$ cat src/sv/median_filter_rgba8_window_defines.svh
`ifndef MEDIAN_FILTER_RGBA8_WINDOW_DEFINES_SVH
`define MEDIAN_FILTER_RGBA8_WINDOW_DEFINES_SVH
// same-cycle implication check
`define MFW_ASSERT_NOW(lbl, clk, rst, ante, cons) \
  lbl: assert property (@(posedge clk) disable iff (rst) (ante) |-> (cons)) \
    else $error("mfw check failed");
// next-cycle implication check
`define MFW_ASSERT_NEXT(lbl, clk, rst, ante, cons) \
  lbl: assert property (@(posedge clk) disable iff (rst) (ante) |=> (cons)) \
    else $error("mfw check failed");
`endif

$ cat src/sv/mfw_pkg.sv
package mfw_pkg;

  localparam int DEF_MAX_RADIUS = 7;
  localparam int DEF_MAX_WIDTH  = 1024;

  localparam logic [1:0] REG_WIDTH  = 2'd0;
  localparam logic [1:0] REG_HEIGHT = 2'd1;
  localparam logic [1:0] REG_RADIUS = 2'd2;

  localparam logic [10:0] RST_WIDTH  = 11'd640;
  localparam logic [15:0] RST_HEIGHT = 16'd480;
  localparam logic [2:0]  RST_RADIUS = 3'd2;

  typedef struct packed {
    logic       start;
    logic       sample;
    logic       resolve;
    logic [2:0] bitsel;
  } lane_ctrl_t;

endpackage

$ cat src/sv/mfw_lane.sv
module mfw_lane #(
  parameter int NW = 8
) (
  input  logic                   clk,
  input  mfw_pkg::lane_ctrl_t    ctrl,
  input  logic [NW-1:0]          rank,
  input  logic [7:0]             sample_byte,
  output logic [7:0]             median
);

  logic [7:0]    prefix;
  logic [NW-1:0] k;
  logic [NW-1:0] count;
  logic [7:0]    mask;
  logic          match;

  assign mask   = 8'hFF << ({1'b0, ctrl.bitsel} + 4'd1);
  assign match  = (((sample_byte ^ prefix) & mask) == 8'd0) && !sample_byte[ctrl.bitsel];
  assign median = prefix;

  // radix select: one bit of the rank-k value per sweep
  always_ff @(posedge clk) begin
    if (ctrl.start) begin
      prefix <= 8'd0;
      k      <= rank;
      count  <= '0;
    end else if (ctrl.sample) begin
      if (match) begin
        count <= count + 1'b1;
      end
    end else if (ctrl.resolve) begin
      if (k >= count) begin
        k                   <= k - count;
        prefix[ctrl.bitsel] <= 1'b1;
      end
      count <= '0;
    end
  end

endmodule

$ cat config.mk
export PLATFORM = sky130hd
export DESIGN_NAME = mfw_lane
export DESIGN_NICKNAME = d
export VERILOG_FILES = /design/src/sv/median_filter_rgba8_window_defines.svh /design/src/sv/mfw_pkg.sv /design/src/sv/mfw_lane.sv
export SDC_FILE = /design/constraint.sdc
export NUM_CORES = 1
export LEC_CHECK = 0
export BUFFER_PORTS_ARGS = -buffer_cell sky130_fd_sc_hd__buf_2
export CAP_MARGIN = 20
export CORE_MARGIN = 2
export CORE_UTILIZATION = 55
export DETAILED_ROUTE_END_ITERATION = 10
export MAX_ROUTING_LAYER = met4
export PLACE_DENSITY = 0.79
export SLEW_MARGIN = 20
export SYNTH_ARGS = -nofsm -noshare
export SYNTH_HDL_FRONTEND = slang
export SYNTH_SLANG_ARGS = --single-unit
$ cat constraint.sdc
create_clock -name clk -period 3 [get_ports clk]
set_input_delay 0.3 -clock clk [delete_from_list [all_inputs] [get_ports clk]]
set_output_delay 0.3 -clock clk [all_outputs]
set_load 0.05 [all_outputs]
==> summary.md <==
| Metric | Value |
|---|---|
| First-pass GRT wire length | 5860 microns |
| Crit end category | flip-flop |
| Most frequent CP cell | nand2_1 |
| Synth cell count leaders | nand2_1 (19), inv_1 (17), dfxtp_1 (16) |
| Netlist cell types | 48 |
| Post-Syn Area | about 0.0017 sq mm |
| Max Fclk | 391 MHz |
| Finish-stage setup viols | 0 |
| H-tree depth | 1 |
| Multi-input gate area | slightly above 0.001 sq mm |
| Detailed Route WL | 3580 microns |
| Post-synth EDFFs | 8 |
| Crit-path cells | ha_1, inv_1, fa_1, a21o_1, a21oi_1, o21bai_1, a211o_1, nand2_1, nand2_1 |
| Max cap viols | 0 |
| Setup TNS | 0 ps |
| HPWL Detailed | 2780 microns |
| Reg2reg setup slack | 440 ps |
| Sink Count | 24 |
| # hold bufs at CTS | 0 |
| CP Class | reg -> reg |
| Crit start category | flip-flop |
| Vias in the first global route | around 1300 |
| Post-DRT Antenna Nets | 0 |
| Antenna violations before repair | 0 |
| Clk_skew | 10.5 ps |
| Wire length per cell | between 10 and 15 microns |
| Initial core utilization | 56.3% |
| Worst-Margin Slew | 603 ps |
| Clock Tree Buf Depth | 2 |
| Hold slack | around 240 ps |
| Post-CTS sizing | 0 |
| Asr flop ratio synth | 0% |
| Yosys reg bits | 24 |
| Fillers | between 200 and 300 |
| GRT Overall Usage | 22.5% |
| Max-slew violations | 0 |
| IO Count | 31 |
| Final Hold Fails | 0 |
| Clk pin slew, worst setup/hold paths | 140 ps |
| Hold WC Path Type | in -> reg |
| Leak | 0.821 nW |
| Count leader, synth | nand2_1 |
| Via-to-Cell Ratio | 5.89 |
| TritonCTS clock tree | done |
| Max Fanout on Critical Path | 8 |
| Largest net degree at the start of global routing | 30 |
| I/O Buffers | 30 |
| RSZ-0062 raised after global routing | no |
| Reg2reg start | count[0] |
| Area grow syn2layout | 12.2% |
| Syn_nets | 229 |
| CP max stage delay | about 430 ps |
| Die Wd | 59.2 microns |
| Via count | roughly 1500 |
| Crit. Startpoint | count[0] |
| Status | completed |
| CP required | 3010 ps |
| Maximum VDD drop | about 0.00029 V |
| RD Place Congestion | 0.880 |
| Share of cells above drive strength 1 | roughly 18% |
| CTS buffer count | 3 |
| Synth top area share | between 10% and 20% |
| Crit path to | k[2] |
| Synth warnings | 0 |
| Top_reg_cell synth | dfxtp_1 |
| N_diodes | 0 |
| Core area | 0.00298 sq mm |
| Final core occ | between 60 and 70% |
| Reg-to-reg critical path endpoint | k[2] |
| Pwr Density | 435 mW/mm^2 |
| Root Buffer | clkbuf_4 |
| Synth top area cells | dfxtp_1 (19%), edfxtp_1 (14%), ha_1 (8.2%) |
| Hold path start | rank[3] |
| Arrival time at the worst endpoint | 2570 ps |
| Initial DRC Count | 132 |
| DRC | 0 |
| Final worst-path cycle share | 85.3% |
| Max transition margin | 59.7% |
| Nets | approximately 260 |
| Synth Instances | 194 |
| Slowest cell on crit path | dfxtp_1 |
| FP Rows | 20 |
| Post-layout minimum cycle time | 2560 ps |
| Part of the Yosys area used for sequential elements | about a third |
| Clk Latency, worst-skew pair | 330 ps |
| Sequential standard cell area | 561 sq um |
| Total congestion overflow | 0 |
| Post-CTS setup repair buffer count | 0 |
| Die H | 59.2 microns |
| First-pass DRT Iterations | 4 |
| R2R cell count | 9 |
| Mean Syn Cell Area | approximately 8.6 sq um |
| Full die area | 0.00350 sq mm |
| Yosys top cell by area | dfxtp_1 |
-- through the flow --
| stage | setup WS [ps] | instances | total power, mW | cell area [sq um] |
|---|---|---|---|---|
| after floorplan | 730 | 194 | 0.527 | 1680 |
| after CTS | 478 | 253 | 0.817 | 1880 |
| after global routing | 336 | 253 | 0.859 | 1880 |
| after detailed placement | 510 | 249 | 0.581 | 1830 |
| final | 441 | 253 | 0.817 | 1880 |
| after global placement | 605 | 249 | 0.574 | 1830 |
-- placed cells by master (no fill, tap or decap), types with 2 or more instances in the layout --
cell type,instances
a21oi_1,8
and3_1,4
buf_2,30
clkbuf_4,3
dfxtp_1,16
edfxtp_1,8
ha_1,11
inv_1,17
mux2i_1,3
nand2_1,19
nand2b_1,4
nand3_1,8
nand4_1,4
nor2_1,7
nor3_1,4
nor3b_1,2
o2111ai_1,2
o211ai_1,2
o21a_1,2
o21ai_0,12
o21bai_1,4
o2bb2ai_1,8
o31ai_1,4
or2_2,2
or3_1,2
or4_1,2
xnor2_1,6
xor2_1,6
-- worst max-delay path, delay by kind of cell (launching register included) --
family          cells  cell delay [ps]
compound gates      4              820
fa+ha+maj           2              610
buf+inv             1               70
flops               1              430
simple gates        2              290
-- area by class of cell --
cell class	instances	area share, %
Clock inverter	1	1.60
Timing Repair Buffer	30	7.98
Inverter	17	3.39
Clock buffer	3	1.20
Sequential cell	24	29.8
Multi-Input combinational cell	145	53.8
Tap cell	33	2.20
-- metal layers --
layer	track usage (%)	up-vias	share of wire, %
li1	-	759	-
met1	32.1	686	49
met2	33.3	41	45
met3	4.59	5	5.1
met4	3.90	0	0.70
met5	-	-	0
-- where the power goes --
group / internal (mW) / leakage, nW / switching [mW]
clock: 0.135 / 0.0279 / 0.107
combinational: 0.0851 / 0.583 / 0.120
sequential: 0.361 / 0.209 / 0.00979
total: 0.581 / 0.821 / 0.236
-- how the worst min path moves through the flow --
stage / endpoint / cells after the start
2_1_floorplan: count[1] / 2
3_3_place_gp: median[1] / 1
3_5_place_dp: median[1] / 1
4_1_cts: k[6] / 3
5_1_grt: k[4] / 3
6_report: k[3] / 3
-- registers in the layout, indices dropped and copies added (netlist names) --
register and count:
median 8, count 8, k 8
-- cell families after synthesis --
| logic type | synth area share, % |
|---|---|
| multiplexers | 2.46 |
| buffers and inverters | 6.12 |
| AND/OR/NAND/NOR | 20.6 |
| AO/OA/AOI/OAI | 21.7 |
| XOR/XNOR | 6.27 |
| flip-flops | 33.5 |
| adder cells (fa/ha/maj) | 9.41 |
Power figures use the tool's default switching activity.
